$ cat src/hw/rtl/rcfp_pkg.sv
`default_nettype none
package rcfp_pkg;

  localparam int CHANNEL_COUNT = 16;
  localparam int PAYLOAD_BYTES = 22;
  localparam int CH_BITS       = 11;
  localparam int ADDR_W        = (PAYLOAD_BYTES > 1) ? $clog2(PAYLOAD_BYTES) : 1;
  localparam int BCNT_W        = $clog2(PAYLOAD_BYTES + 1);
  localparam int ACC_W         = CH_BITS + 7;
  localparam int CNT_W         = $clog2(ACC_W + 1);

  localparam logic [7:0] SYNC_RESET = 8'd200;
  localparam logic [7:0] FRAME_TYPE = 8'h16;
  localparam logic [7:0] CRC_POLY   = 8'hD5;
  localparam logic [7:0] FRAME_LEN  = 8'(PAYLOAD_BYTES + 2);

  typedef enum logic [2:0] {
    RX_HUNT,
    RX_LEN,
    RX_TYPE,
    RX_PAYLOAD,
    RX_CRC
  } rx_state_t;

  typedef enum logic [2:0] {
    UP_IDLE,
    UP_FILL,
    UP_MERGE,
    UP_SCALE,
    UP_MUL,
    UP_DIV,
    UP_OUT
  } up_state_t;

  typedef struct packed {
    logic              we;
    logic [ADDR_W-1:0] addr;
    logic [7:0]        data;
  } ram_wr_t;

  typedef struct packed {
    logic              re;
    logic [ADDR_W-1:0] addr;
  } ram_rd_t;

  // One byte of CRC-8, MSB first.
  function automatic logic [7:0] crc8_step(input logic [7:0] crc, input logic [7:0] b);
    logic [7:0] c;
    c = crc ^ b;
    for (int i = 0; i < 8; i++) begin
      if (c[7]) begin
        c = {c[6:0], 1'b0} ^ CRC_POLY;
      end else begin
        c = {c[6:0], 1'b0};
      end
    end
    return c;
  endfunction

endpackage
`default_nettype wire

$ cat src/hw/rtl/rc_channel_frame_parser_unit.sv
// RC channel frame parser.
// Input channel: in_valid / in_stall / rx_byte, one received serial byte per
// transfer. The parser hunts for sync_address, then takes length, type (0x16),
// 22 payload bytes and a CRC-8 byte (poly 0xD5, seed 0, over type and payload).
// Output channel: out_valid / out_stall with channel_index, channel_value
// (signed Q8.7) and last. A good frame (CRC match, length 24) yields sixteen
// transfers, last set on the sixteenth; a bad frame yields nothing.
// Throughput: one input byte per cycle while the parser is receiving. After a
// good CRC byte the input stalls while the unpacker walks the payload memory:
// each payload byte is read (fill, merge) and each channel passes check, scale,
// multiply, divide and output.
// An output stall holds the result register and the unpacker; the input stays
// stalled until the last channel has been transferred.
// Reset (rst, synchronous) returns to hunting, clears the sync address to 200
// and the output valid. Write cfg_data with cfg_write only while idle.
`default_nettype none
module rc_channel_frame_parser_unit (
  input  wire logic         clk,
  input  wire logic         rst,
  input  wire logic         cfg_write,
  input  wire logic [7:0]   cfg_data,
  input  wire logic         in_valid,
  output logic              in_stall,
  input  wire logic [7:0]   rx_byte,
  output logic              out_valid,
  input  wire logic         out_stall,
  output logic [3:0]        channel_index,
  output logic signed [15:0] channel_value,
  output logic              last
);

  logic [7:0]        sync_address;
  logic              byte_take;
  logic              start;
  logic              busy;
  rcfp_pkg::ram_wr_t wr;
  rcfp_pkg::ram_rd_t rd;
  logic [7:0]        rd_data;

  // hold the sync address register
  always_ff @(posedge clk) begin
    if (rst) begin
      sync_address <= rcfp_pkg::SYNC_RESET;
    end else if (cfg_write) begin
      sync_address <= cfg_data;
    end
  end

  // stall input while a frame is being unpacked
  assign in_stall  = busy;
  assign byte_take = in_valid && !busy;

  rcfp_frame_rx u_rx (
    .clk          (clk),
    .rst          (rst),
    .byte_take    (byte_take),
    .rx_byte      (rx_byte),
    .sync_address (sync_address),
    .wr           (wr),
    .start        (start)
  );

  rcfp_payload_ram u_ram (
    .clk     (clk),
    .wr      (wr),
    .rd      (rd),
    .rd_data (rd_data)
  );

  rcfp_unpack u_unpack (
    .clk           (clk),
    .rst           (rst),
    .start         (start),
    .busy          (busy),
    .rd            (rd),
    .rd_data       (rd_data),
    .out_valid     (out_valid),
    .out_stall     (out_stall),
    .channel_index (channel_index),
    .channel_value (channel_value),
    .last          (last)
  );

endmodule
`default_nettype wire

$ cat src/hw/rtl/rcfp_payload_ram.sv
`default_nettype none
module rcfp_payload_ram (
  input  wire logic             clk,
  input  wire rcfp_pkg::ram_wr_t wr,
  input  wire rcfp_pkg::ram_rd_t rd,
  output logic [7:0]            rd_data
);

  logic [7:0] mem [rcfp_pkg::PAYLOAD_BYTES];

  always_ff @(posedge clk) begin
    if (wr.we) begin
      mem[wr.addr] <= wr.data;
    end
  end

  always_ff @(posedge clk) begin
    if (rd.re) begin
      rd_data <= mem[rd.addr];
    end
  end

endmodule
`default_nettype wire

$ cat src/hw/rtl/rcfp_frame_rx.sv
`default_nettype none
module rcfp_frame_rx (
  input  wire logic             clk,
  input  wire logic             rst,
  input  wire logic             byte_take,
  input  wire logic [7:0]       rx_byte,
  input  wire logic [7:0]       sync_address,
  output rcfp_pkg::ram_wr_t     wr,
  output logic                  start
);

  rcfp_pkg::rx_state_t state, state_next;
  logic [7:0]                  length_byte;
  logic [7:0]                  crc;
  logic [rcfp_pkg::ADDR_W-1:0] pay_idx;
  logic                        pay_last;

  assign pay_last = (pay_idx == rcfp_pkg::ADDR_W'(rcfp_pkg::PAYLOAD_BYTES - 1));

  always_comb begin
    state_next = state;
    unique case (state)
      rcfp_pkg::RX_HUNT: begin
        if (byte_take && rx_byte == sync_address) state_next = rcfp_pkg::RX_LEN;
      end
      rcfp_pkg::RX_LEN: begin
        if (byte_take) state_next = rcfp_pkg::RX_TYPE;
      end
      rcfp_pkg::RX_TYPE: begin
        if (byte_take) begin
          state_next = (rx_byte == rcfp_pkg::FRAME_TYPE) ? rcfp_pkg::RX_PAYLOAD
                                                         : rcfp_pkg::RX_HUNT;
        end
      end
      rcfp_pkg::RX_PAYLOAD: begin
        if (byte_take && pay_last) state_next = rcfp_pkg::RX_CRC;
      end
      rcfp_pkg::RX_CRC: begin
        if (byte_take) state_next = rcfp_pkg::RX_HUNT;
      end
      default: state_next = rcfp_pkg::RX_HUNT;
    endcase
  end

  always_comb begin
    wr.we   = byte_take && (state == rcfp_pkg::RX_PAYLOAD);
    wr.addr = pay_idx;
    wr.data = rx_byte;
    start   = byte_take && (state == rcfp_pkg::RX_CRC) && (rx_byte == crc)
              && (length_byte == rcfp_pkg::FRAME_LEN);
  end

  always_ff @(posedge clk) begin
    if (rst) begin
      state       <= rcfp_pkg::RX_HUNT;
      length_byte <= '0;
      crc         <= '0;
      pay_idx     <= '0;
    end else begin
      state <= state_next;
      if (byte_take) begin
        unique case (state)
          rcfp_pkg::RX_LEN: length_byte <= rx_byte;
          rcfp_pkg::RX_TYPE: begin
            crc     <= rcfp_pkg::crc8_step(8'h00, rx_byte);
            pay_idx <= '0;
          end
          rcfp_pkg::RX_PAYLOAD: begin
            crc     <= rcfp_pkg::crc8_step(crc, rx_byte);
            pay_idx <= pay_idx + 1'b1;
          end
          default: ;
        endcase
      end
    end
  end

endmodule
`default_nettype wire

$ cat src/hw/rtl/rcfp_unpack.sv
`default_nettype none
module rcfp_unpack (
  input  wire logic         clk,
  input  wire logic         rst,
  input  wire logic         start,
  output logic              busy,
  output rcfp_pkg::ram_rd_t rd,
  input  wire logic [7:0]   rd_data,
  output logic              out_valid,
  input  wire logic         out_stall,
  output logic [3:0]        channel_index,
  output logic signed [15:0] channel_value,
  output logic              last
);

  localparam logic [rcfp_pkg::CNT_W-1:0] CNT_CH   = rcfp_pkg::CNT_W'(rcfp_pkg::CH_BITS);
  localparam logic [rcfp_pkg::CNT_W-1:0] CNT_BYTE = rcfp_pkg::CNT_W'(8);
  localparam logic [rcfp_pkg::BCNT_W-1:0] BYTES_END =
    rcfp_pkg::BCNT_W'(rcfp_pkg::PAYLOAD_BYTES);
  localparam logic [3:0] CH_LAST = 4'(rcfp_pkg::CHANNEL_COUNT - 1);

  rcfp_pkg::up_state_t state, state_next;

  logic [rcfp_pkg::ACC_W-1:0]  acc;
  logic [rcfp_pkg::CNT_W-1:0]  cnt;
  logic [rcfp_pkg::BCNT_W-1:0] byte_idx;
  logic [3:0]                  ch_idx;
  logic                        have_ch;
  logic                        bytes_left;
  logic                        xfer;

  logic                        neg;
  logic [10:0]                 mag;
  logic [14:0]                 x25;

  // Scale arithmetic
  logic signed [14:0] m5;
  logic signed [14:0] d8;
  logic signed [11:0] v;
  logic [5:0]         t;
  logic [14:0]        r;
  logic [5:0]         quo;
  logic [14:0]        mag_q;
  logic [rcfp_pkg::ACC_W-1:0] merged;

  assign have_ch    = (cnt >= CNT_CH);
  assign bytes_left = (byte_idx < BYTES_END);
  assign xfer       = out_valid && !out_stall;

  always_comb begin
    m5 = (15'($signed({4'b0, acc[10:0]})) - 15'sd992) * 15'sd5;
    d8 = (m5 < 0) ? ((m5 + 15'sd7) >>> 3) : (m5 >>> 3);
    v  = 12'(d8 + 15'sd511);
    // x/511 lies in {x/512, x/512 + 1} for the range in use
    t     = x25[14:9];
    r     = x25 - ({t, 9'b0} - 15'(t));
    quo   = t + 6'(r >= 15'd511);
    mag_q = x25 + 15'(quo);
    merged = acc | ({(rcfp_pkg::ACC_W - 8)'(0), rd_data} << cnt);
  end

  always_comb begin
    state_next = state;
    unique case (state)
      rcfp_pkg::UP_IDLE:  if (start) state_next = rcfp_pkg::UP_FILL;
      rcfp_pkg::UP_FILL: begin
        if (have_ch) state_next = rcfp_pkg::UP_SCALE;
        else if (bytes_left) state_next = rcfp_pkg::UP_MERGE;
      end
      rcfp_pkg::UP_MERGE: state_next = rcfp_pkg::UP_FILL;
      rcfp_pkg::UP_SCALE: state_next = rcfp_pkg::UP_MUL;
      rcfp_pkg::UP_MUL:   state_next = rcfp_pkg::UP_DIV;
      rcfp_pkg::UP_DIV:   state_next = rcfp_pkg::UP_OUT;
      rcfp_pkg::UP_OUT: begin
        if (xfer) state_next = last ? rcfp_pkg::UP_IDLE : rcfp_pkg::UP_FILL;
      end
      default: state_next = rcfp_pkg::UP_IDLE;
    endcase
  end

  always_comb begin
    busy    = (state != rcfp_pkg::UP_IDLE);
    rd.re   = (state == rcfp_pkg::UP_FILL) && !have_ch && bytes_left;
    rd.addr = byte_idx[rcfp_pkg::ADDR_W-1:0];
  end

  always_ff @(posedge clk) begin
    if (rst) begin
      state     <= rcfp_pkg::UP_IDLE;
      out_valid <= 1'b0;
      ch_idx    <= '0;
      cnt       <= '0;
      byte_idx  <= '0;
    end else begin
      state <= state_next;
      unique case (state)
        rcfp_pkg::UP_IDLE: begin
          acc      <= '0;
          cnt      <= '0;
          byte_idx <= '0;
          ch_idx   <= '0;
        end
        rcfp_pkg::UP_FILL: begin
          // past the stored payload: feed zero bits
          if (!have_ch && !bytes_left) cnt <= cnt + CNT_BYTE;
        end
        rcfp_pkg::UP_MERGE: begin
          acc      <= merged;
          cnt      <= cnt + CNT_BYTE;
          byte_idx <= byte_idx + 1'b1;
        end
        rcfp_pkg::UP_SCALE: begin
          neg <= v[11];
          mag <= v[11] ? 11'(-v) : v[10:0];
          acc <= acc >> rcfp_pkg::CH_BITS;
          cnt <= cnt - CNT_CH;
        end
        rcfp_pkg::UP_MUL: begin
          x25 <= {mag, 4'b0} + {1'b0, mag, 3'b0} + 15'(mag);
        end
        rcfp_pkg::UP_DIV: begin
          out_valid     <= 1'b1;
          channel_index <= ch_idx;
          last          <= (ch_idx == CH_LAST);
          channel_value <= neg ? -$signed({1'b0, mag_q}) : $signed({1'b0, mag_q});
        end
        rcfp_pkg::UP_OUT: begin
          if (xfer) begin
            out_valid <= 1'b0;
            ch_idx    <= ch_idx + 1'b1;
          end
        end
        default: ;
      endcase
    end
  end

endmodule
`default_nettype wire
$ cat config.mk
export PLATFORM = sky130hd
export DESIGN_NAME = rc_channel_frame_parser_unit
export DESIGN_NICKNAME = d
export VERILOG_FILES = /design/src/hw/rtl/rcfp_pkg.sv /design/src/hw/rtl/rc_channel_frame_parser_unit.sv /design/src/hw/rtl/rcfp_payload_ram.sv /design/src/hw/rtl/rcfp_frame_rx.sv /design/src/hw/rtl/rcfp_unpack.sv
export SDC_FILE = /design/constraint.sdc
export NUM_CORES = 1
export LEC_CHECK = 0
export BUFFER_PORTS_ARGS = -buffer_cell sky130_fd_sc_hd__buf_4
export CAP_MARGIN = 20
export CELL_PAD_IN_SITES_DETAIL_PLACEMENT = 1
export CELL_PAD_IN_SITES_GLOBAL_PLACEMENT = 1
export CORE_MARGIN = 2
export CORE_UTILIZATION = 25
export CTS_CLUSTER_SIZE = 16
export DETAILED_ROUTE_END_ITERATION = 12
export PLACE_DENSITY_LB_ADDON = 0.12
export SETUP_SLACK_MARGIN = 0.02
export SLEW_MARGIN = 0
export SYNTH_ARGS = -nofsm -noshare
export SYNTH_HDL_FRONTEND = slang
export SYNTH_HIERARCHICAL = 1
export SYNTH_SLANG_ARGS = --single-unit
export TNS_END_PERCENT = 100
$ cat constraint.sdc
create_clock -name clk -period 13.6 [get_ports clk]
set_clock_uncertainty 0.15 [all_clocks]
set_input_delay 1.36 -clock clk [delete_from_list [all_inputs] [get_ports clk]]
set_output_delay 1.36 -clock clk [all_outputs]
set_load 0.05 [all_outputs]
# After elaboration in Yosys (flattened, before gate mapping)
# Memory sizes are Yosys's and may differ from the RTL's. A register that Yosys moved wholly into a read port is not among the register bits.
# Index checks and enable logic that the tools add are counted.
# totals
reg_bits	116
ramBits	176
inputBits	21
wordCells	206
mem_count	1
# memory_table
name	words	width	rd	rd_ports_with_merged_regs	wr	line	source
u_ram.mem	22	8	1	1	1	rcfp_payload_ram.sv:9	logic [7:0] mem [rcfp_pkg::PAYLOAD_BYTES];
# classes
n_addsub	16
mul	1
order_cmp	4
n_eq_ne	25
shift	1
n_mux	86
bitwise_logic	19
n_reduce_logical	35
# ops
op	n
$mux W8	58
$not A5 Y5	16
$pmux W18 S3	1
$mux W3	9
$pmux W3 S7	1
$pmux W5 S2	2
$pmux W5 S4	1
$or A18 B18 Y18	1
$reduce_and A2 Y1	9
$shl A8 B5 Y18	1
$eq A8 B5 Y1 const B	2
$eq A8 B8 Y1	2
$neg A15 Y16	1
$pmux W8 S2	1
$add A15 B11 Y15	1
$add A15 B14 Y15	1
$add A15 B4 Y15 const B	1
$add A15 B6 Y15	1
$ge A15 B9 Y1 const B	1
$lt A15 B1 Y1 const B	1
$mul A12 B4 Y15 const B	1
$mux W15	1
$pmux W3 S5	1
$sub A15 B15 Y15	1
37 further kinds	72

# Logic depth before layout (Yosys ltp)
# depth
depth_word	39
ltp_mapped	29
mapped_depth_nobuf	28

# Cells and area by module
# The synthesis kept the hierarchy.
# modules_own_cells
mod	n_inst	cells_per_inst	area_per_inst_um2	seq_area_each_um2
rcfp_unpack	1	796	7273.2	2342.2
rcfp_payload_ram	1	344	7140.6	5525.3
rcfp_frame_rx	1	219	1949.4	480.5
rc_channel_frame_parser_unit	1	27	302.8	160.2

# Worst setup path before layout
# OpenSTA, ideal clock, no wires.
# synth_path
path_kind	reg2reg
startpoint	register u_unpack/acc[5] (netlist bit)
endpoint	register u_unpack.mag[9] (data pin)
setup_ps	152
arrival_time_ps	5034
required_time_ps	13298
path_slack_ps	8264
stages_incl_launch_ff	22
path_buffers	0
path_cell_list	edfxtp_1 ha_1 nand4_1 or2b_1 inv_1 ha_1 ha_1 and3_2 o21a_1 nand2_1 nand3_1 o211ai_1 inv_1 ha_1 nor3b_1 mux2i_1 xnor2_1 or4_4 a2111oi_4 nor4_2 a211o_1 a31oi_1
# synth_via
elab_chain_len	7
# synth_lines
item	line	source
start: declaration	rcfp_unpack.sv:24	logic [rcfp_pkg::ACC_W-1:0] acc;
start signal: assignment	rcfp_unpack.sv:108	acc <= merged;
start signal: assignment	rcfp_unpack.sv:115	acc <= acc >> rcfp_pkg::CH_BITS;
$sub A11 B10 Y12 *	rcfp_unpack.sv:51	m5 = (15'($signed({4'b0, acc[10:0]})) - 15'sd992) * 15'sd5;
$mul A12 B4 Y15 *	rcfp_unpack.sv:51	
$add A15 B4 Y15 / $lt A15 B1 Y1 (equally long branches)	rcfp_unpack.sv:52	d8 = (m5 < 0) ? ((m5 + 15'sd7) >>> 3) : (m5 >>> 3);
$mux W12 *	rcfp_unpack.sv:52	
$add A12 B10 Y12 *	rcfp_unpack.sv:53	v = 12'(d8 + 15'sd511);
$neg A11 Y11	rcfp_unpack.sv:114	mag <= v[11] ? 11'(-v) : v[10:0];
$mux W11 *	rcfp_unpack.sv:114	
end signal: assignment	rcfp_unpack.sv:114	
end: declaration	rcfp_unpack.sv:33	logic [10:0] mag;
# Every way passes the cells marked *; elsewhere a longest branch is shown, timed or not.
# A chain may end at the register's enable or synchronous reset.

# Worst setup path in the final report
# Same ends and word-level chain as after synthesis.

==> results.cfg <==
[outcome]
status = finished, final reports clean

[yosys]
async_flop_share_pct = 0
yosysWarnings = 6
ys_ff_latch = 300
synth_seq_area_share_pct = 51.1
synth_cells = 1386
syn_avg_cell_area_sq_um = 12.0
synth_edf_count = 250
syn_nets = 1490
synthFlopType = edfxtp_1
synth_area_sq_um = 16700
synth_cell_types = 100

[sta]
layout_setup_ws_ns = 7.24
final-max-slew-violation-count = 0
finalSetupTns_ns = 0
hold_violations = 0
slew_headroom_pct = 32.3
fin_crit_sh_pct = 46.8
max_freq_mhz = 157
finalCriticalPeriod_ns = 6.36
holdWs_ns = 0.344
rsz0062_at_grt = false
worst_pin_slew_ns = 1.01
setup_violations = 0

[routing]
via_per_inst = 4.67
wirelength_mm = 44.4
dr.pass1.iters = 5
route.detailed.drc = 0
drt_iter0_drc = 507
wl_per_cell_um = 19.3
drtAntennaViolNets = 0
vias = 10750

[global_route]
grt_usage_pct = 13.0
grt_pass1_wl_mm = 68.9
met1_usage_pct = 18.9
grt_max_degree = 54
gr-total-overflow = 0
grt_pass1_vias = 11377
antenna_found_initial = 1
grt.met2_usage_pct = 20.2
top_usage_layer = met2
met3_usage_pct = 1.88

[pwr]
report.power.total_mw = 2.27
p_per_area_nw_per_um2 = 119
p_leak_nw = 6.50
vdd_drop_max_mv = 0.0910

[cts]
path_clk_slew_ns = 0.06
cts_made_buffers = 38
post_cts_resized = 0
ctsHoldBuffers = 0
cts_root_buf = clkbuf_16
htree_levels = 2
clk_latency_ns = 0.58
clock_path_buffers = 3
cts_tree = done
cts_setup_buffers = 0
clock-sinks = 300

[placement]
io_buffers = 43
dp_hpwl_mm = 30.4
finalWeightedCongestion = 0.739
place_ws_ns = 7.19

[final_layout]
area_delta_synth_final_pct = 14.3
layout_common_cells = edfxtp_1, nor2_1, xnor2_1
fill_cells = 7257
seqCellArea_sq_um = 8510
multi_input_area_sq_um = 7510
final_common_cell = edfxtp_1
fin_nets = 1510
diodes = 0
drive_gt1_share_pct = 13.9

[die]
die_area_sq_um = 68700
io_pins = 44
num_rows = 94
core-area_sq_um = 65900
die_y_um = 262
dieWidth_um = 262
initial_core_util_pct = 25.3

[critical_path]
critical-path-top-delay-family = simple AND/OR/NAND/NOR gates
critPathKind = flip-flop to flip-flop
cpMostUsedCell = ha_1
cp_cell_sequence = ha_1 -> nand4_1 -> or2b_1 -> inv_1 -> ha_1 -> ha_1 -> and3_2 -> o21a_1 -> nand2_1 -> nand3_1 -> o211ai_1 -> inv_1 -> ha_1 -> nor3b_1 -> mux2i_1 -> xnor2_1 -> or4_4 -> a2111oi_4 -> nor4_2 -> a211o_1 -> a31oi_1
path_buf_inv = 2
required_ns = 13.84
crit_slowest_cell = o211ai_1
critPathMaxStageDelay_ns = 0.58
cp-end-kind = flip-flop
cp_data_arrival_time_ns = 6.61
cp_max_fo = 12
worstSetupStartpointType = flip-flop

[hold_path]
min_path_type = flip-flop to flip-flop

[run]
maxCapViolations = 0
-- final cells by class --
class | count | area share (%)
Multi-Input combinational cell | 941 | 39.4
Clock inverter | 26 | 1.58
Inverter | 70 | 1.38
Clock buffer | 44 | 5.11
Sequential cell | 300 | 44.7
Tap cell | 864 | 5.67
Timing Repair Buffer | 55 | 2.17
-- cell usage after synthesis (13+ instances only) --
| cell | number | area share, % |
|---|---|---|
| edfxtp_1 | 250 | 45 |
| nor2_1 | 104 | 2.3 |
| xnor2_1 | 88 | 4.6 |
| nand2_1 | 85 | 1.9 |
| ha_1 | 73 | 5.5 |
| inv_1 | 70 | 1.6 |
| a21oi_1 | 69 | 2.1 |
| mux2i_1 | 62 | 3.7 |
| o21ai_0 | 58 | 1.7 |
| dfxtp_1 | 50 | 6.0 |
| clkbuf_1 | 32 | 0.72 |
| mux4_2 | 32 | 4.3 |
| nor3_1 | 31 | 0.93 |
| xor2_1 | 31 | 1.6 |
| nand3_1 | 30 | 0.90 |
| a211oi_1 | 15 | 0.68 |
| buf_2 | 13 | 0.39 |
| nand2b_1 | 13 | 0.49 |
-- worst register-to-register path, delay by kind of cell, from the launching register on --
family | cells | cell delay, ns
buf+inv | 2 | 0.26
fa+ha+maj | 4 | 1.22
mux | 1 | 0.11
compound gates | 5 | 1.66
flops | 1 | 0.45
simple gates | 8 | 2.17
xor+xnor | 1 | 0.19
-- final timing paths --
| kind | depth (start not counted) | startpoint | slack, ns | endpoint |
|---|---|---|---|---|
| worst max-delay path | 21 | u_unpack/acc[5]$_DFFE_PP_ | 7.24 | u_unpack/mag[9]$_DFFE_PP_ |
| worst min-delay path | 2 | u_rx/length_byte[1]$_SDFFE_PP0P_ | 0.34 | u_rx/length_byte[1]$_SDFFE_PP0P_ |
| worst max register to register | 21 | u_unpack/acc[5]$_DFFE_PP_ | 7.24 | u_unpack/mag[9]$_DFFE_PP_ |
| worst min register to register | 2 | u_rx/length_byte[1]$_SDFFE_PP0P_ | 0.34 | u_rx/length_byte[1]$_SDFFE_PP0P_ |
-- through the flow --
step                      area (sq um)  instances  utilization, %
after CTS                        19100       2300            28.9
after detailed placement         17800       2230            27.0
after global placement           17800       2230            27.0
after global routing             19100       2300            28.9
after floorplan                  16700       1386               -
final                            19100       2300            28.9
-- flip-flops by register name (all words and copies together) (netlist names), 5 cells and up --
register and flops:
u_unpack/acc 18, u_unpack/mag 11, u_unpack/cnt 5, sync_address 8
u_rx/pay_idx 5, u_unpack/byte_idx 5, u_ram/rd_data 8, u_rx/crc 8
u_unpack/x25 15, u_ram/mem 176, u_unpack/channel_value 16, u_rx/length_byte 8
-- logic make-up (layout without fill, tap and decap cells) --
kind of cell	count (synthesis)	after routing	share of synthesized area (%)
DFF	300	300	51.1
AOI/OAI and AO/OA	270	270	11.1
xor gates and xnor gates	131	131	7.77
muxes	102	102	8.59
buffers and inverters	145	195	4.03
and+or+nand+nor	353	353	10.7
adders and majority gates	85	85	6.80
-- power breakdown --
group / total (mW) / switching (mW) / internal, mW
sequential: 1.02 / 0.0119 / 1.00
combinational: 0.232 / 0.135 / 0.0967
clock: 1.02 / 0.425 / 0.599
total: 2.27 / 0.572 / 1.70
-- layer usage --
layer | vias up | wire length (um)
met2 | 108 | 20000
met5 | - | 0
met4 | 0 | 825
met3 | 43 | 1190
met1 | 5423 | 22400
li1 | 5176 | -
(Power assumes the default switching activity.)
